`src/rtl/core/bfpea_pkg.sv`:
```
`default_nettype none
package bfpea_pkg;

    // Parameter defaults
    localparam int DEF_MAX_EXTENTS      = 64;
    localparam int DEF_PAGE_NUMBER_BITS = 20;

    // Result status codes
    localparam logic [1:0] STAT_OK     = 2'd0;
    localparam logic [1:0] STAT_NOFIT  = 2'd1;
    localparam logic [1:0] STAT_DOUBLE = 2'd2;
    localparam logic [1:0] STAT_FULL   = 2'd3;

    // Request kinds
    localparam logic KIND_ALLOC = 1'b0;
    localparam logic KIND_FREE  = 1'b1;

    // Controller states
    typedef enum logic [2:0] {
        S_IDLE = 3'b001,
        S_SCAN = 3'b010,
        S_WAIT = 3'b100
    } ctrl_state_t;

    // Width of the scan record that walks down the cell row
    function automatic int rec_width(input int pb, input int iw);
        return 10 + 8 * pb + 4 * iw;
    endfunction

    // Width of the table update command broadcast to all cells
    function automatic int cmd_width(input int pb, input int iw);
        return 3 + 2 * iw + 2 * pb;
    endfunction

endpackage
`default_nettype wire

```
`src/rtl/core/bfpea_ctrl.sv`:
```
`default_nettype none
module bfpea_ctrl import bfpea_pkg::*; #(
    parameter int MAX_EXTENTS      = DEF_MAX_EXTENTS,
    parameter int PAGE_NUMBER_BITS = DEF_PAGE_NUMBER_BITS,
    localparam int IW  = $clog2(MAX_EXTENTS),
    localparam int PB  = PAGE_NUMBER_BITS,
    localparam int LW  = PAGE_NUMBER_BITS + 1,
    localparam int RW  = rec_width(PAGE_NUMBER_BITS, IW),
    localparam int CW  = cmd_width(PAGE_NUMBER_BITS, IW),
    localparam int IDW = ((2 * PAGE_NUMBER_BITS + 1 + 7) / 8) * 8,
    localparam int ODW = ((PAGE_NUMBER_BITS + 2 + 7) / 8) * 8
) (
    input  wire logic           aclk,
    input  wire logic           aresetn,
    input  wire logic           s_tvalid,
    output logic                s_tready,
    input  wire logic [IDW-1:0] s_tdata,
    input  wire logic           s_tuser,
    output logic                m_tvalid,
    input  wire logic           m_tready,
    output logic      [ODW-1:0] m_tdata,
    output logic      [RW-1:0]  rec_head,
    input  wire logic [RW-1:0]  rec_tail,
    output logic      [CW-1:0]  cmd
);

    typedef struct packed {
        logic          act;
        logic          kind;
        logic [PB-1:0] base;
        logic [LW-1:0] cnt;
        logic          b_ok;
        logic [IW-1:0] b_idx;
        logic [PB-1:0] b_base;
        logic [LW-1:0] b_len;
        logic          p_ok;
        logic [IW-1:0] p_idx;
        logic [PB-1:0] p_base;
        logic [LW-1:0] p_len;
        logic          n_ok;
        logic [IW-1:0] n_idx;
        logic [PB-1:0] n_base;
        logic [LW-1:0] n_len;
        logic          e_ok;
        logic [IW-1:0] e_idx;
    } rec_t;

    typedef struct packed {
        logic          wr_en;
        logic [IW-1:0] wr_idx;
        logic [PB-1:0] wr_base;
        logic [LW-1:0] wr_len;
        logic          clr_en;
        logic [IW-1:0] clr_idx;
    } cmd_t;

    localparam logic [PB+1:0] SPACE = (PB + 2)'(1) << PB;

    ctrl_state_t   state_reg, state_next;
    rec_t          head_reg, head_next;
    cmd_t          cmd_reg, cmd_next;
    rec_t          t;
    logic          out_valid_reg, out_valid_next;
    logic [1:0]    out_stat_reg, out_stat_next;
    logic [PB-1:0] out_page_reg, out_page_next;
    logic [1:0]    hold_stat_reg, hold_stat_next;
    logic [PB-1:0] hold_page_reg, hold_page_next;
    logic [1:0]    dec_stat;
    logic [PB-1:0] dec_page;
    cmd_t          dec_cmd;
    logic [PB+1:0] req_end;
    logic [PB+1:0] prev_end;
    logic          mprev;
    logic          mnext;
    logic          out_free;

    assign t        = rec_t'(rec_tail);
    assign rec_head = RW'(head_reg);
    assign cmd      = CW'(cmd_reg);
    assign s_tready = (state_reg == S_IDLE);
    assign m_tvalid = out_valid_reg;
    assign m_tdata  = ODW'({out_page_reg, out_stat_reg});
    assign out_free = !out_valid_reg || m_tready;

    // Decide the request once its record leaves the last cell
    always_comb begin
        req_end  = {2'b00, t.base} + {1'b0, t.cnt};
        prev_end = {2'b00, t.p_base} + {1'b0, t.p_len};
        mprev    = t.p_ok && prev_end == {2'b00, t.base};
        mnext    = t.n_ok && {2'b00, t.n_base} == req_end;
        dec_stat = STAT_OK;
        dec_page = '0;
        dec_cmd  = '0;
        if (t.kind == KIND_ALLOC) begin
            if (t.cnt == '0 || !t.b_ok) begin
                dec_stat = STAT_NOFIT;
            end else begin
                dec_page = t.b_base;
                if (t.b_len == t.cnt) begin
                    dec_cmd.clr_en  = 1'b1;
                    dec_cmd.clr_idx = t.b_idx;
                end else begin
                    dec_cmd.wr_en   = 1'b1;
                    dec_cmd.wr_idx  = t.b_idx;
                    dec_cmd.wr_base = t.b_base + t.cnt[PB-1:0];
                    dec_cmd.wr_len  = t.b_len - t.cnt;
                end
            end
        end else if (t.cnt == '0) begin
            dec_stat = STAT_OK;
        end else if (req_end > SPACE) begin
            dec_stat = STAT_NOFIT;
        end else if (t.p_ok && {2'b00, t.base} < prev_end) begin
            dec_stat = STAT_DOUBLE;
        end else if (t.n_ok && req_end > {2'b00, t.n_base}) begin
            dec_stat = STAT_DOUBLE;
        end else if (mprev) begin
            dec_cmd.wr_en   = 1'b1;
            dec_cmd.wr_idx  = t.p_idx;
            dec_cmd.wr_base = t.p_base;
            if (mnext) begin
                dec_cmd.wr_len  = t.p_len + t.cnt + t.n_len;
                dec_cmd.clr_en  = 1'b1;
                dec_cmd.clr_idx = t.n_idx;
            end else begin
                dec_cmd.wr_len = t.p_len + t.cnt;
            end
        end else if (mnext) begin
            dec_cmd.wr_en   = 1'b1;
            dec_cmd.wr_idx  = t.n_idx;
            dec_cmd.wr_base = t.base;
            dec_cmd.wr_len  = t.n_len + t.cnt;
        end else if (!t.e_ok) begin
            dec_stat = STAT_FULL;
        end else begin
            dec_cmd.wr_en   = 1'b1;
            dec_cmd.wr_idx  = t.e_idx;
            dec_cmd.wr_base = t.base;
            dec_cmd.wr_len  = t.cnt;
        end
    end

    // Sequence requests and hold responses until taken
    always_comb begin
        state_next     = state_reg;
        head_next      = '0;
        cmd_next       = '0;
        out_valid_next = out_valid_reg && !m_tready;
        out_stat_next  = out_stat_reg;
        out_page_next  = out_page_reg;
        hold_stat_next = hold_stat_reg;
        hold_page_next = hold_page_reg;
        case (state_reg)
            S_IDLE: begin
                if (s_tvalid) begin
                    head_next.act  = 1'b1;
                    head_next.kind = s_tuser;
                    head_next.base = s_tdata[PB-1:0];
                    head_next.cnt  = s_tdata[2*PB:PB];
                    state_next     = S_SCAN;
                end
            end
            S_SCAN: begin
                if (t.act) begin
                    cmd_next = dec_cmd;
                    if (out_free) begin
                        out_valid_next = 1'b1;
                        out_stat_next  = dec_stat;
                        out_page_next  = dec_page;
                        state_next     = S_IDLE;
                    end else begin
                        hold_stat_next = dec_stat;
                        hold_page_next = dec_page;
                        state_next     = S_WAIT;
                    end
                end
            end
            S_WAIT: begin
                if (out_free) begin
                    out_valid_next = 1'b1;
                    out_stat_next  = hold_stat_reg;
                    out_page_next  = hold_page_reg;
                    state_next     = S_IDLE;
                end
            end
            default: begin
                state_next = S_IDLE;
            end
        endcase
    end

    always_ff @(posedge aclk) begin
        if (!aresetn) begin
            state_reg     <= S_IDLE;
            head_reg      <= '0;
            cmd_reg       <= '0;
            out_valid_reg <= 1'b0;
        end else begin
            state_reg     <= state_next;
            head_reg      <= head_next;
            cmd_reg       <= cmd_next;
            out_valid_reg <= out_valid_next;
        end
    end

    always_ff @(posedge aclk) begin
        out_stat_reg  <= out_stat_next;
        out_page_reg  <= out_page_next;
        hold_stat_reg <= hold_stat_next;
        hold_page_reg <= hold_page_next;
    end

endmodule
`default_nettype wire

```
`config.mk`:
```
export PLATFORM = sky130hd
export DESIGN_NAME = bfpea_ctrl
export DESIGN_NICKNAME = d
export VERILOG_FILES = /design/src/rtl/core/bfpea_pkg.sv /design/src/rtl/core/bfpea_ctrl.sv
export SDC_FILE = /design/constraint.sdc
export NUM_CORES = 1
export LEC_CHECK = 0
export ABC_CLOCK_PERIOD_IN_PS = 5430
export BUFFER_PORTS_ARGS = -buffer_cell sky130_fd_sc_hd__buf_2
export CAP_MARGIN = 20
export CORE_AREA = 2 2 205 207
export DETAILED_ROUTE_END_ITERATION = 10
export DIE_AREA = 0 0 207 209
export PLACE_DENSITY = 0.71
export SKIP_CTS_REPAIR_TIMING = 1
export SYNTH_ARGS = -nofsm -noshare
export SYNTH_HDL_FRONTEND = slang
export SYNTH_SLANG_ARGS = --single-unit
```
`constraint.sdc`:
```
create_clock -name aclk -period 5.43 [get_ports aclk]
set_input_delay 1.629 -clock aclk [delete_from_list [all_inputs] [get_ports aclk]]
set_output_delay 1.629 -clock aclk [all_outputs]
set_load 0.01 [all_outputs]
```
Yosys cells after proc, flatten, opt, wreduce, memory -nomap -nowiden. Cells that the tools add are included.

Register bits: 297. Input bits: 247. Logic and storage cells: 111.

$add $sub $neg: 7. $lt $le $gt $ge: 3. Equality and inequality tests: 10. Multiplexer cells: 42. Bitwise gates (word level): 1. Reduce and logical (&&, ||, !) cells: 18.

Operators with widths (count): $mux 55 (6); $mux 48 (4); $mux 20 (5); $add 21x21->21 (3); $add 20x21->22 (2); $mux 43 (1); $pmux 20 s2 (1); $eq 20x22->1 (1); $eq 22x20->1 (1); $gt 22x20->1 (1); $gt 22x21->1 const B (1); $lt 20x22->1 (1); $mux 2 (11); $eq 21x21->1 (1); $logic_not 21->1 (1); $mux 21 (1); $mux 7 (3); $sub 21x21->21 (1); $add 20x20->20 (1); $mux 3 (4); $reduce_and 3->1 (4); $pmux 3 s3 (1); $ne 2x2->1 const B (4); $logic_and 1x1->1 (5); other kinds (12) (17).

Logic depth before layout (Yosys ltp).
Word-level depth: 13. Depth in mapped cells: 25. Mapped depth without buffers: 25.

Worst setup path before layout. OpenSTA, ideal clock, no wires.

Path kind: in2reg. Start: in rec_tail[60]. End: reg cmd_reg, in the netlist cmd[9]. Library setup time: 117 ps. Arrival: 5451 ps. Slack: -138 ps. Cell stages on the path: 22. Buffers on the path: 2. Cells stage by stage: ha_1 o21a_1 o21ai_0 o21bai_1 o211ai_1 a21oi_1 nor2b_1 o21ai_0 nand2b_1 a21oi_1 o21ai_0 a21oi_1 xor2_1 ha_1 nand2_1 nor4_1 nand2_1 nor2_1 clkbuf_1 clkbuf_1 o311ai_0 a32o_1.

Longest elaborated chain between the ends: 9. Elaborated cells between the ends (all ways): 11. Classes of those cells: add/sub: 1; order compare: 1; eq/ne: 1; mux: 6; reduce/logical: 2.

Ends and longest elaborated chain: from (decl) (RTL line bfpea_ctrl.sv:23) `input wire logic [RW-1:0] rec_tail,`; $add 20x21->22 * (RTL line bfpea_ctrl.sv:88) `prev_end = {2'b00, t.p_base} + {1'b0, t.p_len};`; parallel branches: the longest is 4 deep, another holds $lt 20x22->1; $mux 55 * (RTL line bfpea_ctrl.sv:113) `end else if (t.p_ok && {2'b00, t.base} < prev_end) begin`; $mux 55 * (RTL line bfpea_ctrl.sv:111) `end else if (req_end > SPACE) begin`; $mux 55 * (RTL line bfpea_ctrl.sv:109) `end else if (t.cnt == '0) begin`; $mux 55 * (RTL line bfpea_ctrl.sv:94) `if (t.kind == KIND_ALLOC) begin`; to (signal assigned) (RTL line bfpea_ctrl.sv:201) `cmd_reg <= cmd_next;`; to (decl) (RTL line bfpea_ctrl.sv:61) `cmd_t cmd_reg, cmd_next;`.

Mark *: on every way between the ends. A chain may end at the register's enable or synchronous reset.

Worst setup path after layout.
Start: in rec_tail[60]. End: reg out_stat_reg[0], data pin.

Longest elaborated chain between the ends: 12. Elaborated cells between the ends (all ways): 14. Classes of those cells: add/sub: 1; order compare: 1; eq/ne: 1; mux: 9; reduce/logical: 2.

Ends and longest elaborated chain: $add 20x21->22 * (RTL line bfpea_ctrl.sv:88); parallel branches: the longest is 4 deep, another holds $lt 20x22->1; $mux 2 * (RTL line bfpea_ctrl.sv:113); $mux 2 * (RTL line bfpea_ctrl.sv:111); $mux 2 * (RTL line bfpea_ctrl.sv:109); $mux 2 * (RTL line bfpea_ctrl.sv:94); net dec_stat[0] (RTL line bfpea_ctrl.sv:68) `logic [1:0] dec_stat;`; $mux 2 * (RTL line bfpea_ctrl.sv:166) `if (out_free) begin`; $mux 2 * (RTL line bfpea_ctrl.sv:164) `if (t.act) begin`; $pmux 2 s2 * (RTL line bfpea_ctrl.sv:153) `case (state_reg)`; net out_stat_next[0] (RTL line bfpea_ctrl.sv:64) `logic [1:0] out_stat_reg, out_stat_next;`; to (signal assigned) (RTL line bfpea_ctrl.sv:207) `out_stat_reg <= out_stat_next;`; to (decl) (RTL line bfpea_ctrl.sv:64).

Mark *: on every way through the listed nets, which the timed path passes. The select of a mux whose other input is x is not followed.

==> metrics.md <==
| Metric | Value |
|---|---|
| Peak VDD IR | `216.7 uV` |
| Crit share post-route | `101.7%` |
| CTS Buf Count | `17` |
| Max-capacitance violation count | `0` |
| Most used cell, CP | `a21oi_2` |
| Vias in the first global route | `14,759` |
| Post-DP HPWL | `50.25 mm` |
| Global-route wire length before repair | `87.24 mm` |
| Largest net degree at the start of global routing | `30` |
| Hold/Removal Path Class | `reg2reg` |
| Yosys top cell area share | `15.49%` |
| CP startpoint kind | `input pin` |
| Post-synth EDFFs | `44` |
| TritonCTS clock tree | `yes` |
| Count leader, synth | `ha_1` |
| Share of cells above drive strength 1 | `37.05%` |
| Final setup viols | `32` |
| Count of cell types in the netlist | `82` |
| DRC Markers | `0` |
| Status | `finished with violations` |
| RSZ-0062 raised after global routing | `yes` |
| Fmax | `181.2 MHz` |
| WP data required | `5.61 ns` |
| CP peak stage delay | `0.31 ns` |
| Fin. max-slew vios | `0` |
| Synthesized cell area | `14,460 um^2` |
| Cell Rows | `75` |
| Routed length per instance | `20.93 um` |
| DR vias | `15,579` |
| Clock Sinks | `146` |
| Fin util | `49.68%` |
| Max Buffers Root-to-Sink | `2` |
| Worst-Skew Late Latency | `0.43 ns` |
| Ys Warns | `0` |
| Post-route ant nets | `0` |
| Worst slew pin tran | `1.210 ns` |
| Final WL | `61.92 mm` |
| P&R area growth vs syn | `41.84%` |
| # port buffers | `361` |
| Setup ws final | `-0.09023 ns` |
| Async set-reset flop share out of synthesis | `0%` |
| I/O pin count | `522` |
| Root buf cell | `clkbuf_16` |
| DP Area | `18,400 um^2` |
| Cells after DPL | `2,885` |
| GR Util All Layers | `26.53%` |
| Clk_skew | `0.01028 ns` |
| Grt ovf | `0` |
| Most instantiated cells after synthesis | `ha_1 (179), buf_4 (153), a21oi_1 (138)` |
| Die area | `43,260 um^2` |
| Fin crit period | `5.520 ns` |
| Setup_tns | `-1.522 ns` |
| H-tree Lvls | `4` |
| Most used DFF post-synth | `dfxtp_1` |
| Nets | `2,830` |
| Routability congestion estimate | `0.9298` |
| Kind of critical path | `in2reg` |
| CP arrival | `5.70 ns` |
| FILL cells | `3,836` |
| Core Region | `41,290 um^2` |
| Non-Filler Instances | `2,959` |
| CP max-delay cell | `a2111oi_2` |
| Crit. End Element | `register` |
| Final hold vios | `0` |
| Antenna violations before repair | `20` |
| Initial core utilization | `35.02%` |
| FF+latch count, synth | `146` |
| Area leader, netlist | `ha_1` |
| Die H | `209 um` |
| Syn avg cell area | `8.253 um^2` |
| Post-Synthesis Cells | `1,752` |
| CTS clk-pin slew, worst paths | `0.07 ns` |
| Worst-path fanout max | `3` |
| Max_slew headroom | `18.29%` |
| Cell family contributing the most delay on the critical path | `compound AO/OA/AOI/OAI gates` |
| Finished Cell Area | `20,510 um^2` |
| Failing checks | `negative setup slack` |
| Number of vias per cell | `5.265` |
| Synth area leaders | `ha_1 (15%), dfxtp_1 (14%), edfxtp_1 (9.1%)` |
| Leak Pwr | `10.01 nW` |
| Flop2flop setup slack | `2.72 ns` |
| CP bufs+invs | `4` |
| Die width | `207 um` |
| Sequential fraction of the synthesis area | `23.26%` |
| TritonRoute pass-1 iters | `5` |
| Power per standard cell area | `214.7 nW/um^2` |
| DRT iter0 DRCs | `1,150` |
| Max FFs per register | `55` |
cell families (layout without fill, tap and decap cells):
group                      after synthesis  after routing  share of synthesized area [%]
adders and majority gates              186            186                          16.46
muxes                                   27             27                          2.059
xor gates and xnor gates               114            114                          6.905
DFF                                    146            146                          23.26
and+or+nand+nor                        513            514                          18.50
AOI/OAI and AO/OA                      481            481                          21.34
other                                    1            163                        0.02593
buffers and inverters                  284            789                          11.46
worst reg2reg max path, stage by stage (launching register included):
cell and delay, ns:
dfxtp_1 0.35, nand2b_1 0.19, nor3b_1 0.27, and2_1 0.78
and3_1 0.58, buf_4 0.24, nand3b_1 0.09, o21ai_1 0.13
report_power, final:
part	internal [mW]	switching (mW)	total [mW]
combinational	0.950	1.08	2.03
sequential	1.15	0.00852	1.16
clock	0.729	0.490	1.22
total	2.83	1.58	4.40
final cells by class:
type	instances	area (um^2)	share of cell area, %
antenna	10	25.02	0.1220
clock buffer	18	429.2	2.092
clock inverter	14	176.4	0.8601
inverter	78	296.5	1.446
multi-input combinational	1475	11010	53.70
sequential	146	3363	16.40
tap	539	674.4	3.288
timing repair buffer	679	4532	22.09
cell usage in the layout, fill, tap and decap left out, types with 10 or more instances in the layout:
cell / Yosys / routed
a211oi_1: 19 / 15
a21o_1: 45 / 44
a21oi_1: 138 / 118
a21oi_2: 1 / 17
and2_1: 72 / 71
and3_1: 30 / 29
buf_12: 0 / 12
buf_2: 13 / 353
buf_4: 153 / 292
buf_6: 0 / 10
clkbuf_16: 0 / 21
conb_1: 1 / 153
dfxtp_1: 102 / 102
diode_2: 0 / 10
edfxtp_1: 44 / 44
ha_1: 179 / 160
ha_4: 0 / 17
inv_1: 78 / 76
mux2_2: 22 / 20
nand2_1: 109 / 104
nand2b_1: 34 / 32
nand3_1: 77 / 59
nand3_2: 0 / 15
nand4_1: 17 / 17
nor2_1: 69 / 67
nor2b_1: 28 / 24
nor3_1: 36 / 31
o211ai_1: 18 / 18
o21a_1: 19 / 19
o21ai_0: 94 / 72
o21ai_1: 13 / 19
o21ai_2: 0 / 14
o21bai_1: 16 / 15
o22ai_1: 30 / 19
or3_1: 11 / 10
xnor2_1: 60 / 54
xor2_1: 54 / 52
stage by stage:
stage                     hold slack [ns]  total power, mW  worst slack, ns
after floorplan                    0.4802            2.324         0.009190
after global placement             0.5074            2.956          -0.8048
after detailed placement           0.5328            2.989          -0.8349
after CTS                          0.5454            4.219          -0.4135
after global routing               0.5664            4.650          -0.3304
final                              0.5418            4.403         -0.09023
final timing paths:
path / start / end / depth (start not counted)
worst max-delay path: rec_tail[60] / out_stat_reg[0] / 27
worst max register to register: state_reg[0] / cmd[45] / 7
worst min-delay path: hold_page_reg[16] / out_page_reg[16] / 1
worst min register to register: hold_page_reg[16] / out_page_reg[16] / 1
metal layers:
| metal | up-vias | track usage, % | wire (um) |
|---|---|---|---|
| met3 | 182 | 6.102 | 4755 |
| met2 | 724 | 48.20 | 30830 |
| met4 | 20 | 13.79 | 3721 |
| met5 | - | 0 | 123 |
| li1 | 7361 | - | - |
| met1 | 7292 | 28.69 | 22490 |
Note: power is estimated with default switching activity, not from simulation.
