File: config.mk
export PLATFORM = sky130hd
export DESIGN_NAME = bfpea_cell
export DESIGN_NICKNAME = d
export VERILOG_FILES = /design/src/rtl/core/bfpea_pkg.sv /design/src/rtl/core/bfpea_cell.sv
export SDC_FILE = /design/constraint.sdc
export NUM_CORES = 1
export LEC_CHECK = 0
export BUFFER_PORTS_ARGS = -buffer_cell sky130_fd_sc_hd__buf_2
export CAP_MARGIN = 20
export CORE_ASPECT_RATIO = 1.75
export CORE_MARGIN = 4
export CORE_UTILIZATION = 28
export DETAILED_ROUTE_END_ITERATION = 6
export PLACE_DENSITY_LB_ADDON = 0.05
export SETUP_SLACK_MARGIN = 0.05
export SYNTH_ARGS = -nofsm -noshare
export SYNTH_HDL_FRONTEND = slang
export SYNTH_SLANG_ARGS = --single-unit
File: constraint.sdc
create_clock -name aclk -period 8.1 [get_ports aclk]
set_clock_uncertainty 0.2 [all_clocks]
set_input_delay 0.405 -clock aclk [delete_from_list [all_inputs] [get_ports aclk]]
set_output_delay 0.405 -clock aclk [all_outputs]
set_load 0.005 [all_outputs]
File: src/rtl/core/bfpea_pkg.sv
`default_nettype none
package bfpea_pkg;

    // Parameter defaults
    localparam int DEF_MAX_EXTENTS      = 64;
    localparam int DEF_PAGE_NUMBER_BITS = 20;

    // Result status codes
    localparam logic [1:0] STAT_OK     = 2'd0;
    localparam logic [1:0] STAT_NOFIT  = 2'd1;
    localparam logic [1:0] STAT_DOUBLE = 2'd2;
    localparam logic [1:0] STAT_FULL   = 2'd3;

    // Request kinds
    localparam logic KIND_ALLOC = 1'b0;
    localparam logic KIND_FREE  = 1'b1;

    // Controller states
    typedef enum logic [2:0] {
        S_IDLE = 3'b001,
        S_SCAN = 3'b010,
        S_WAIT = 3'b100
    } ctrl_state_t;

    // Width of the scan record that walks down the cell row
    function automatic int rec_width(input int pb, input int iw);
        return 10 + 8 * pb + 4 * iw;
    endfunction

    // Width of the table update command broadcast to all cells
    function automatic int cmd_width(input int pb, input int iw);
        return 3 + 2 * iw + 2 * pb;
    endfunction

endpackage
`default_nettype wire

File: src/rtl/core/bfpea_cell.sv
`default_nettype none
module bfpea_cell import bfpea_pkg::*; #(
    parameter int MAX_EXTENTS      = DEF_MAX_EXTENTS,
    parameter int PAGE_NUMBER_BITS = DEF_PAGE_NUMBER_BITS,
    parameter int INDEX            = 0,
    localparam int IW = $clog2(MAX_EXTENTS),
    localparam int PB = PAGE_NUMBER_BITS,
    localparam int LW = PAGE_NUMBER_BITS + 1,
    localparam int RW = rec_width(PAGE_NUMBER_BITS, IW),
    localparam int CW = cmd_width(PAGE_NUMBER_BITS, IW)
) (
    input  wire logic          aclk,
    input  wire logic          aresetn,
    input  wire logic [RW-1:0] rec_in,
    output logic      [RW-1:0] rec_out,
    input  wire logic [CW-1:0] cmd
);

    typedef struct packed {
        logic          act;
        logic          kind;
        logic [PB-1:0] base;
        logic [LW-1:0] cnt;
        logic          b_ok;
        logic [IW-1:0] b_idx;
        logic [PB-1:0] b_base;
        logic [LW-1:0] b_len;
        logic          p_ok;
        logic [IW-1:0] p_idx;
        logic [PB-1:0] p_base;
        logic [LW-1:0] p_len;
        logic          n_ok;
        logic [IW-1:0] n_idx;
        logic [PB-1:0] n_base;
        logic [LW-1:0] n_len;
        logic          e_ok;
        logic [IW-1:0] e_idx;
    } rec_t;

    typedef struct packed {
        logic          wr_en;
        logic [IW-1:0] wr_idx;
        logic [PB-1:0] wr_base;
        logic [LW-1:0] wr_len;
        logic          clr_en;
        logic [IW-1:0] clr_idx;
    } cmd_t;

    localparam logic [IW-1:0] MY_IDX = IW'(INDEX);

    logic [PB-1:0] base_reg;
    logic [LW-1:0] len_reg;
    logic          valid_reg;
    rec_t          rec_reg;
    rec_t          rec_next;
    rec_t          r;
    cmd_t          c;

    assign r = rec_t'(rec_in);
    assign c = cmd_t'(cmd);
    assign rec_out = RW'(rec_reg);

    // Fold this cell's extent into the passing record
    always_comb begin
        rec_next = r;
        if (r.kind == KIND_ALLOC) begin
            if (valid_reg && len_reg >= r.cnt &&
                (!r.b_ok || len_reg < r.b_len ||
                 (len_reg == r.b_len && base_reg < r.b_base))) begin
                rec_next.b_ok   = 1'b1;
                rec_next.b_idx  = MY_IDX;
                rec_next.b_base = base_reg;
                rec_next.b_len  = len_reg;
            end
        end else begin
            if (!valid_reg) begin
                if (!r.e_ok) begin
                    rec_next.e_ok  = 1'b1;
                    rec_next.e_idx = MY_IDX;
                end
            end else if (base_reg <= r.base) begin
                if (!r.p_ok || base_reg > r.p_base) begin
                    rec_next.p_ok   = 1'b1;
                    rec_next.p_idx  = MY_IDX;
                    rec_next.p_base = base_reg;
                    rec_next.p_len  = len_reg;
                end
            end else begin
                if (!r.n_ok || base_reg < r.n_base) begin
                    rec_next.n_ok   = 1'b1;
                    rec_next.n_idx  = MY_IDX;
                    rec_next.n_base = base_reg;
                    rec_next.n_len  = len_reg;
                end
            end
        end
    end

    // Advance the record to the next cell
    always_ff @(posedge aclk) begin
        if (!aresetn) begin
            rec_reg <= '0;
        end else begin
            rec_reg <= rec_next;
        end
    end

    // Apply table updates aimed at this slot
    always_ff @(posedge aclk) begin
        if (!aresetn) begin
            valid_reg <= 1'b0;
        end else begin
            if (c.wr_en && c.wr_idx == MY_IDX) begin
                valid_reg <= 1'b1;
            end
            if (c.clr_en && c.clr_idx == MY_IDX) begin
                valid_reg <= 1'b0;
            end
        end
    end

    always_ff @(posedge aclk) begin
        if (c.wr_en && c.wr_idx == MY_IDX) begin
            base_reg <= c.wr_base;
            len_reg  <= c.wr_len;
        end
    end

endmodule
`default_nettype wire

# Word level (Yosys, flattened, before mapping)
# Index checks and enable logic that the tools add are counted.
# totals
ff_bits	236
inputBits	251
out_inout_bits	194
wordCells	54
# op_classes
magnitude_cmp	6
n_eq_ne	1
mux	10
bitwise	1
reduce_logical	15
# op_table
op	n
$mux 48	6
$mux 103	1
$mux 96	1
$lt 20x20->1	2
$eq 21x21->1	1
$ge 21x21->1	1
$lt 21x21->1	1
$gt 20x20->1	1
$le 20x20->1	1
$logic_not 6->1	2
$mux 7	1
$mux 6	1
$logic_and 1x1->1	5
$logic_or 1x1->1	4
$logic_not 1->1	3
$reduce_or 2->1	1
$not 1->1	1

# Longest topological paths before layout
# Gate-level depths: netlist of the first run.
# logic_depth
ltp_word	6
mapped_depth	11
depth_no_buf	9

# Worst setup path before layout of the first run
# Ideal clock, no wire load.
# synth_timing
path_kind	in2reg
start	input port cmd[50]
end	register base_reg[0] (enable)
setup_ps	549
arrival_ps	5055
required_time_ps	7351
slack_ps	2296
stages	2
path_buffers	0
cell_sequence	or4b_2 -> nor4_1
# synth_via
elab_chain_len	2
# synth_rtl
item	line_no	rtl
start: declaration	bfpea_cell.sv:16	input wire logic [CW-1:0] cmd
$logic_not 6->1	bfpea_cell.sv:123	if (c.wr_en && c.wr_idx == MY_IDX) begin
$logic_and 1x1->1	bfpea_cell.sv:123	
end signal: assignment	bfpea_cell.sv:124	base_reg <= c.wr_base;
end: declaration	bfpea_cell.sv:51	logic [PB-1:0] base_reg;
# No other way between the ends.
# A chain may end at the register's enable or synchronous reset.

# Final worst setup path of the first run
# layout_timing
start	input port rec_in[123]
end	register rec_reg, in the netlist rec_out[116]
# layout_via
elab_chain_len	6
word_cells_on_any_way	8
classes_between	order compare (1); eq/ne (1); mux (2); reduce/logical (4)
# layout_rtl
item	line_no	rtl
start: declaration	bfpea_cell.sv:14	input wire logic [RW-1:0] rec_in,
$lt 21x21->1 or $eq 21x21->1 (tied branches)	bfpea_cell.sv:68, bfpea_cell.sv:69	
$logic_or 1x1->1 or $logic_and 1x1->1 (tied branches)	bfpea_cell.sv:68, bfpea_cell.sv:69	
$logic_or 1x1->1 *	bfpea_cell.sv:68	(!r.b_ok || len_reg < r.b_len ||
$logic_and 1x1->1 *	bfpea_cell.sv:67	if (valid_reg && len_reg >= r.cnt &&
$mux 48 *	bfpea_cell.sv:67	
$mux 48 *	bfpea_cell.sv:66	if (r.kind == KIND_ALLOC) begin
end signal: assignment	bfpea_cell.sv:104	rec_reg <= rec_next;
end: declaration	bfpea_cell.sv:54	rec_t rec_reg;
# Mark *: on every way between the ends. The rest lies on a longest branch, timed or not.

==> flow_metrics.env, run 1 <==
export IMPL_antenna_found_initial=2
export IMPL_synth_top_area_cell="dfxtp_1"
export IMPL_slew_viol_final=0
export IMPL_synthArstFlopShare=0
export IMPL_first_iter_violations=302
export IMPL_startpoint_type="primary input"
export IMPL_nets=2121
export IMPL_setup_ws_ns=4.184
export IMPL_globalRouteOverflowTotal=0
export IMPL_cts_clk_slew_worst_paths_ns=0.06
export IMPL_top_usage_layer="met2"
export IMPL_yosys_warnings=0
export IMPL_synth_simple_area_share=0.1429
export IMPL_synth_seq_cells=236
export IMPL_use_met3=0.03110
export IMPL_rows=95
export IMPL_final_cell_mix="buf_2 (443), dlygate4sd3_1 (236), dfxtp_1 (195)"
export IMPL_fillers=3880
export IMPL_cts_buffers=25
export IMPL_die_h_um=267.9
export IMPL_holdPathEnd="valid_reg"
export IMPL_syn_inst=1077
export IMPL_whs_ns=0.02707
export IMPL_status="finished, final reports clean"
export IMPL_worstPathArrival_ns=4.17
export IMPL_die_width_um=156.5
export IMPL_post_cts_buffers=0
export IMPL_max_freq_mhz=255.4
export IMPL_synth_edf_count=41
export IMPL_coreArea_mm2=0.03827
export IMPL_ios=445
export IMPL_synth_area_mm2=0.01080
export IMPL_finalCoreUtilization=0.4341
export IMPL_grt_max_degree=96
export IMPL_final_setup_tns_ns=0
export IMPL_reg2regPathDepth=7
export IMPL_finalPower_mw=2.748
export IMPL_grt_use_total=0.1887
export IMPL_stdcell_count=2255
export IMPL_worstPathMaxFanout=26
export IMPL_drt_drc_violations_left=0
export IMPL_hold_viol=0
export IMPL_start_util=0.2823
export IMPL_gp_congestion=0.7947
export IMPL_io_buffers=444
export IMPL_stdcell_area_mm2=0.01661
export IMPL_drive_gt1_frac=0.2804
export IMPL_worstHoldStart="cmd[1]"
export IMPL_grt_pass1_vias=10610
export IMPL_register_area_mm2=0.005135
export IMPL_dieArea_mm2=0.04192
export IMPL_cts_sinks=236
export IMPL_clk_latency_ns=0.53
export IMPL_grt_util_met2=0.3787
export IMPL_synth_cell_types=49
export IMPL_yosys_top_cells_area="dfxtp_1 (36%), ha_1 (14%), edfxtp_1 (11%)"
export IMPL_multi_input_area_mm2=0.004990
export IMPL_synth_adder_area_share=0.1390
export IMPL_min_path_type="in2reg"
export IMPL_synth_seq_area_share=0.4753
export IMPL_synth_area_mux_share=0.1140
export IMPL_peakVddDrop_mv=0.1495
export IMPL_grt_util_met1=0.1960
export IMPL_final_common_cell="buf_2"
export IMPL_slew_headroom=0.2951
export IMPL_drtAntennaViolNets=0
export IMPL_worst_pin_slew_ns=1.054
export IMPL_reg2reg_from="base_reg[15]"
export IMPL_drtPass1Iterations=4
export IMPL_synth_nets=1448
export IMPL_num_vias=9781
export IMPL_synthFlopType="dfxtp_1"
export IMPL_finalCritPeriodShare=0.4834
export IMPL_hpwlAfterDp_um=31280
export IMPL_r2r_slack_ns=4.32
export IMPL_crit_path_end_kind="flop"
export IMPL_power_leakage_nw=8.804
export IMPL_synth_compound_area_share=0.06312
export IMPL_routed_wl_um=40780
export IMPL_viasPerCell=4.337
export IMPL_setup_violations=0
export IMPL_place_inst=1972
export IMPL_synth_top_family_by_area="simple AND/OR/NAND/NOR gates"
export IMPL_cts_htree_levels=1
export IMPL_cts_tree="built"
export IMPL_crit_type="in2reg"
export IMPL_largest_reg_flops=194
export IMPL_cp_required_ns=8.35
export IMPL_place_ws_ns=4.054
export IMPL_clockRootBuffer="clkbuf_16"
export IMPL_period_needed_ns=3.916
export IMPL_area_delta_synth_final_pct=53.77
export IMPL_yosysTopAreaCellShare=0.3613
export IMPL_timing_rr_end="rec_out[116]"
export IMPL_grt_pass1_wl_um=60840
export IMPL_whs_path_depth=3
export IMPL_clockBufferDepth=3
export IMPL_power_density_mw_per_mm2=165.4
export IMPL_post_dp_cell_area_mm2=0.01348
export IMPL_synth_xor_area_share=0
export IMPL_syn_area_per_cell_um2=10.03
export IMPL_maxCapViolations=0
export IMPL_wl_per_cell_um=18.09
export IMPL_rsz0062_at_grt="false"
-- critical path, stage by stage --
cell and delay, ns:
dlygate4sd3_1 0.56, buf_2 0.12, inv_1 0.05, ha_1 0.32, nand4_1 0.21, nor4_1 0.48
a21boi_0 0.24, a211oi_1 0.11, o21bai_4 0.85, buf_4 0.56, mux2i_1 0.23
-- metal layers --
layer,routed length (µm),share of wire
met2,22950,0.56
met4,1129,0.028
met3,2162,0.053
met1,14530,0.36
met5,7,0.00017
-- cell type report --
type / count / area share
timing repair buffer: 687 / 0.2795
antenna: 1 / 0.0001506
sequential: 236 / 0.3091
inverter: 125 / 0.02824
multi-input combinational: 675 / 0.3003
tap: 485 / 0.03653
clock buffer: 38 / 0.04361
clock inverter: 8 / 0.002561
-- power breakdown --
| part | internal [mW] | switching (mW) |
|---|---|---|
| clock | 0.616 | 0.484 |
| sequential | 1.25 | 0.0135 |
| combinational | 0.214 | 0.175 |
| total | 2.08 | 0.672 |
-- cells by family (layout without fill, tap and decap cells) --
family | Yosys count | in the layout
AO/OA/AOI/OAI | 104 | 104
adder cells (fa/ha/maj) | 120 | 120
buffers and inverters | 166 | 858
flip-flops | 236 | 236
multiplexers | 123 | 123
other | 0 | 1
AND/OR/NAND/NOR | 328 | 328
-- cell usage after synthesis, types with 3 or more instances --
cell type / instances
mux2i_1: 123
and3_1: 13
nand2_1: 187
inv_1: 125
buf_2: 4
a21oi_1: 35
ha_1: 120
edfxtp_1: 41
a21boi_0: 4
and3b_1: 6
a211oi_1: 9
buf_4: 7
nor2_1: 20
dfxtp_1: 195
nor3_1: 6
o21ai_0: 16
a21o_1: 16
clkbuf_1: 26
nor4_1: 6
nor2b_1: 4
nand3_1: 12
nand2b_1: 4
nand4_1: 13
and2_1: 50
buf_12: 3
-- repair_timing --
item                                   4_1_cts  5_1_grt
hold buffers                               236        0
endpoints found under the hold margin      236        0
setup endpoints to repair                    0        0
gates resized for setup                      0        0
-- worst max path at each step --
stage	from	endpoint	slack [ns]	cells after the start
4_1_cts	rec_in[123]	rec_out[116]	4.06	11
3_3_place_gp	rec_in[141]	rec_out[116]	4.11	9
5_1_grt	rec_in[122]	rec_out[131]	3.90	11
3_5_place_dp	rec_in[122]	rec_out[116]	4.05	10
2_1_floorplan	cmd[50]	base_reg[0]	2.30	2
6_report	rec_in[123]	rec_out[116]	4.18	11
Power figures use the tool's default switching activity.
==> run 2, diff against run 1 <==
Settings changed: ABC_AREA set to 1.
Clock period 8.1 ns to 3.54 ns, I/O delays scaled along.
==> flow_metrics.env, run 2 <==
export IMPL_status="finished, final reports clean"
export IMPL_maxCapViolations=0
export IMPL_startpoint_type="flop"
export IMPL_cts_buffers=25
export IMPL_die_width_um=163.2
export IMPL_place_inst=2541
export IMPL_start_util=0.2826
export IMPL_rows=99
export IMPL_grt_use_total=0.2106
export IMPL_crit_path_end_kind="flop"
export IMPL_cts_htree_levels=1
export IMPL_finalCritPeriodShare=0.9338
export IMPL_slew_headroom=0.5514
export IMPL_r2r_slack_ns=0.23
export IMPL_stdcell_count=2902
export IMPL_synth_nets=1965
export IMPL_timing_rr_end="rec_out[124]"
export IMPL_rsz0062_at_grt="false"
export IMPL_synth_top_area_cell="dfxtp_1"
export IMPL_setup_violations=0
export IMPL_cp_required_ns=3.76
export IMPL_period_needed_ns=3.306
export IMPL_peakVddDrop_mv=0.3473
export IMPL_final_cell_mix="buf_2 (443), nand2_1 (358), dlygate4sd3_1 (302)"
export IMPL_synth_area_mm2=0.01180
export IMPL_synth_most_common_cell="nand2_1"
export IMPL_gp_congestion=0.8239
export IMPL_die_h_um=279.5
export IMPL_crit_type="reg2reg"
export IMPL_cts_tree="built"
export IMPL_yosysTopAreaCellShare=0.3309
export IMPL_nets=2698
export IMPL_hold_viol=0
export IMPL_dieArea_mm2=0.04561
export IMPL_clockRootBuffer="clkbuf_16"
export IMPL_coreArea_mm2=0.04174
export IMPL_first_iter_violations=462
export IMPL_syn_inst=1594
export IMPL_synth_seq_area_share=0.4353
export IMPL_routed_wl_um=49770
export IMPL_cts_sinks=236
export IMPL_num_vias=12680
export IMPL_max_freq_mhz=302.5
export IMPL_wl_per_cell_um=17.15
export IMPL_worst_pin_slew_ns=0.6722
export IMPL_final_common_cell="buf_2"
export IMPL_ios=445
export IMPL_clockBufferDepth=3
export IMPL_whs_path_depth=2
export IMPL_cts_clk_slew_worst_paths_ns=0.07
export IMPL_slew_viol_final=0
export IMPL_holdPathEnd="len_reg[9]"
export IMPL_min_path_type="in2reg"
export IMPL_drtPass1Iterations=5
export IMPL_reg2reg_from="base_reg[19]"
export IMPL_area_delta_synth_final_pct=57.66
export IMPL_synth_edf_count=41
export IMPL_synthArstFlopShare=0
export IMPL_power_leakage_nw=10.03
export IMPL_drive_gt1_frac=0.2235
export IMPL_antenna_found_initial=2
export IMPL_yosys_top_cells_area="dfxtp_1 (33%), ha_1 (13%), nand2_1 (11%)"
export IMPL_largest_reg_flops=194
export IMPL_reg2regPathDepth=13
export IMPL_yosys_warnings=0
export IMPL_worstPathMaxFanout=42
export IMPL_grt_pass1_wl_um=73910
export IMPL_synthFlopType="dfxtp_1"
export IMPL_drt_drc_violations_left=0
export IMPL_clk_latency_ns=0.55
export IMPL_grt_pass1_vias=13140
export IMPL_hpwlAfterDp_um=37150
export IMPL_worstHoldStart="cmd[16]"
export IMPL_viasPerCell=4.369
export IMPL_globalRouteOverflowTotal=0
export IMPL_worstPathArrival_ns=3.53
export IMPL_grt_max_degree=85
export IMPL_final_setup_tns_ns=0
export IMPL_synth_cell_types=25
export IMPL_synth_common_cells="nand2_1 (360), inv_1 (264), nor2_1 (246)"
export IMPL_drtAntennaViolNets=0
export IMPL_syn_area_per_cell_um2=7.401
export IMPL_synth_seq_cells=236
export IMPL_io_buffers=444
export IMPL_power_density_mw_per_mm2=352.2
[run 2: changes by cell type in the layout (fill, tap and decap cells not counted), sizes merged, moves of 10 or more]
cell / change
and2: -50
and3: -13
nand2: +174
buf: +21
nand3: +132
mux2i: -123
a21oi: +91
nor2: +227
dlygate4sd3: +66
inv: +139
a21o: -11
a211oi: -10
[run 2: worst max-delay path by stage]
| stage | startpoint | endpoint | depth (start not counted) |
|---|---|---|---|
| finish | base_reg[19] | rec_out[124] | 13 |
| detailed placement | len_reg[2] | rec_out[145] | 13 |
| global placement | len_reg[2] | rec_out[145] | 13 |
| floorplan | cmd[51] | valid_reg | 4 |
| global route | base_reg[19] | rec_out[110] | 13 |
| CTS | base_reg[15] | rec_out[29] | 11 |
[run 2: repair_timing]
action / in CTS / in global routing
setup buffers: 0 / 10
resized for setup: 0 / 7
hold endpoints to repair: 277 / 0
endpoints found under the setup margin: 0 / 22
hold buffers: 302 / 0
[run 2: per-layer routing]
metal	track usage	wire length [µm]
met4	0.08653	2218
met5	0	0
met3	0.03327	2395
met2	0.4158	27670
met1	0.2152	17480
[run 2: where the power goes]
group / internal, mW / switching, mW
combinational: 0.566 / 0.529
clock: 1.43 / 1.14
sequential: 2.85 / 0.0350
total: 4.85 / 1.71
[run 2: worst max-delay path, stage by stage, from the launching register on]
cell           delay (ns)
edfxtp_1             0.49
buf_4                0.19
ha_1                 0.28
nand2_1              0.07
nor2_1               0.24
nand3_1              0.18
nor2_1               0.13
nand2_1              0.09
nand3_1              0.16
nand3_4              0.12
buf_12               0.18
a21oi_1              0.18
nor2_1               0.07
dlygate4sd3_1        0.56
[run 2: cells by family after synthesis]
family | count (synthesis) | synth area share
adder cells (fa/ha/maj) | 120 | 0.1273
AND/OR/NAND/NOR | 761 | 0.2603
buffers and inverters | 334 | 0.1146
AO/OA/AOI/OAI | 143 | 0.06257
flip-flops | 236 | 0.4353
[run 2: through the flow]
| step | total power [mW] | utilization | hold WS, ns | setup slack [ns] | cell area (µm²) |
|---|---|---|---|---|---|
| 2_1_floorplan | 3.315 | - | 0.07045 | 1.016 | 11810 |
| 3_3_place_gp | 3.767 | 0.3510 | 0.1558 | 0.5875 | 14650 |
| 3_5_place_dp | 3.770 | 0.3510 | 0.1552 | 0.5735 | 14650 |
| 4_1_cts | 6.660 | 0.4420 | 0.09751 | 0.07609 | 18450 |
| 5_1_grt | 6.889 | 0.4456 | 0.1244 | 0.05526 | 18600 |
| 6_report | 6.550 | 0.4456 | 0.1416 | 0.2344 | 18600 |
[run 2: area by class of cell]
| type | instances | area, µm² |
|---|---|---|
| fillers | 4354 | 23140 |
| repair buffers | 775 | 5593 |
| multi-input cells | 1025 | 5405 |
| flip-flops and latches | 236 | 5135 |
| inverters | 264 | 992.2 |
| clock buffers | 37 | 732.0 |
| well taps | 555 | 694.4 |
| clock inverters | 8 | 43.79 |
| diodes | 2 | 5.005 |
==> run 3, diff against run 2 <==
Settings changed: ABC_AREA 1 to 0.
==> flow_metrics.env, run 3 (synthesized netlist as in run 1, its figures left out) <==
export IMPL_nets=2180
export IMPL_routed_wl_um=41910
export IMPL_worstPathMaxFanout=16
export IMPL_crit_type="reg2reg"
export IMPL_peakVddDrop_mv=0.2750
export IMPL_rows=95
export IMPL_timing_rr_end="rec_out[40]"
export IMPL_r2r_slack_ns=0.29
export IMPL_clockRootBuffer="clkbuf_16"
export IMPL_stdcell_area_mm2=0.01738
export IMPL_first_iter_violations=301
export IMPL_drive_gt1_frac=0.2777
export IMPL_cts_sinks=236
export IMPL_globalRouteOverflowTotal=0
export IMPL_slew_viol_final=0
export IMPL_use_met3=0.02675
export IMPL_antenna_found_initial=2
export IMPL_largest_reg_flops=194
export IMPL_coreArea_mm2=0.03827
export IMPL_setup_violations=0
export IMPL_drtPass1Iterations=5
export IMPL_dieArea_mm2=0.04192
export IMPL_status="finished, final reports clean"
export IMPL_drt_drc_violations_left=0
export IMPL_final_setup_tns_ns=0
export IMPL_cts_clk_slew_worst_paths_ns=0.07
export IMPL_top_usage_layer="met2"
export IMPL_grt_pass1_vias=11040
export IMPL_whs_path_depth=2
export IMPL_worstHoldStart="cmd[35]"
export IMPL_hpwlAfterDp_um=32010
export IMPL_hold_buffers=287
export IMPL_clk_latency_ns=0.54
export IMPL_cts_htree_levels=1
export IMPL_grt_util_met1=0.1991
export IMPL_place_inst=1979
export IMPL_reg2reg_from="base_reg[14]"
export IMPL_whs_ns=0.1417
export IMPL_power_density_mw_per_mm2=382.8
export IMPL_final_cell_mix="buf_2 (443), dlygate4sd3_1 (287), dfxtp_1 (195)"
export IMPL_hold_viol=0
export IMPL_post_dp_cell_area_mm2=0.01362
export IMPL_min_path_type="in2reg"
export IMPL_stdcell_count=2315
export IMPL_start_util=0.2823
export IMPL_grt_max_degree=89
export IMPL_power_leakage_nw=9.141
export IMPL_final_common_cell="buf_2"
export IMPL_cp_required_ns=3.80
export IMPL_die_h_um=267.9
export IMPL_grt_util_met2=0.3848
export IMPL_startpoint_type="flop"
export IMPL_holdPathEnd="base_reg[7]"
export IMPL_reg2regPathDepth=9
export IMPL_viasPerCell=4.385
export IMPL_wl_per_cell_um=18.10
export IMPL_rsz0062_at_grt="false"
export IMPL_crit_path_end_kind="flop"
export IMPL_num_vias=10150
export IMPL_post_cts_buffers=0
export IMPL_cts_buffers=26
export IMPL_die_width_um=156.5
export IMPL_worstPathArrival_ns=3.51
export IMPL_drtAntennaViolNets=0
export IMPL_cts_tree="built"
export IMPL_gp_congestion=0.7814
export IMPL_finalPower_mw=6.652
export IMPL_fillers=3780
export IMPL_worst_pin_slew_ns=0.5361
export IMPL_finalCritPeriodShare=0.9170
export IMPL_cts_resized=0
export IMPL_slew_headroom=0.6398
export IMPL_io_buffers=444
export IMPL_area_delta_synth_final_pct=60.86
export IMPL_grt_pass1_wl_um=62370
export IMPL_max_freq_mhz=308.1
export IMPL_ios=445
export IMPL_period_needed_ns=3.246
export IMPL_clockBufferDepth=3
export IMPL_maxCapViolations=0
export IMPL_grt_use_total=0.1931
## run 3: changes by cell type in the layout (fill, tap and decap cells not counted), moves of 10 or more
cell	delta
nand3_1	-130
a21o_1	+11
and2_1	+50
nand2_1	-171
and3_1	+13
a21oi_1	-89
dlygate4sd3_1	-15
nor2_1	-224
inv_1	-138
mux2i_1	+123
buf_4	-10
## run 3: how the worst max path moves through the flow
stage | cells after the start | startpoint | end | slack (ns)
6_report | 9 | base_reg[14] | rec_out[40] | 0.29
2_1_floorplan | 2 | cmd[50] | base_reg[0] | 0.68
4_1_cts | 9 | base_reg[14] | rec_out[40] | 0.25
5_1_grt | 9 | base_reg[13] | rec_out[37] | 0.11
3_3_place_gp | 10 | base_reg[9] | rec_out[147] | 0.34
3_5_place_dp | 9 | base_reg[17] | rec_out[40] | 0.29
## run 3: report_power, final
part	internal (mW)	total [mW]	switching (mW)
sequential	2.85	2.88	0.0311
clock	1.65	2.83	1.18
combinational	0.531	0.945	0.414
## run 3: stage by stage
step                      worst slack (ns)    util
after CTS                           0.2488  0.4540
final                               0.2938  0.4541
after floorplan                     0.6830       -
after global routing                0.1119  0.4541
after global placement              0.3439  0.3558
after detailed placement            0.2853  0.3558
## run 3: worst max-delay path, cell delays in order, from the launching register on
cell and delay (ns):
edfxtp_1 0.49, ha_1 0.35, nand4_1 0.23, nor4_1 0.45, o21ai_0 0.22, o211ai_1 0.19, o21ai_1 0.12, nor3_2 0.27
buf_4 0.40, mux2i_1 0.23
## run 3: cell type report
| class | instances | area (µm²) | area share |
|---|---|---|---|
| Timing Repair Buffer | 745 | 5281 | 0.3039 |
| Sequential cell | 236 | 5135 | 0.2955 |
| Multi-Input combinational cell | 675 | 4999 | 0.2876 |
| Clock buffer | 38 | 799.5 | 0.04600 |
| Tap cell | 485 | 606.8 | 0.03492 |
| Inverter | 125 | 469.2 | 0.02700 |
| Clock inverter | 10 | 86.33 | 0.004968 |
| Antenna cell | 1 | 2.502 | 0.0001440 |
## run 3: per-layer routing
metal  wire length (µm)  vias up
met5                  7        -
met4               1647        2
met3               1992       71
met2              23320      303
met1              14940     4681
li1                   -     5094
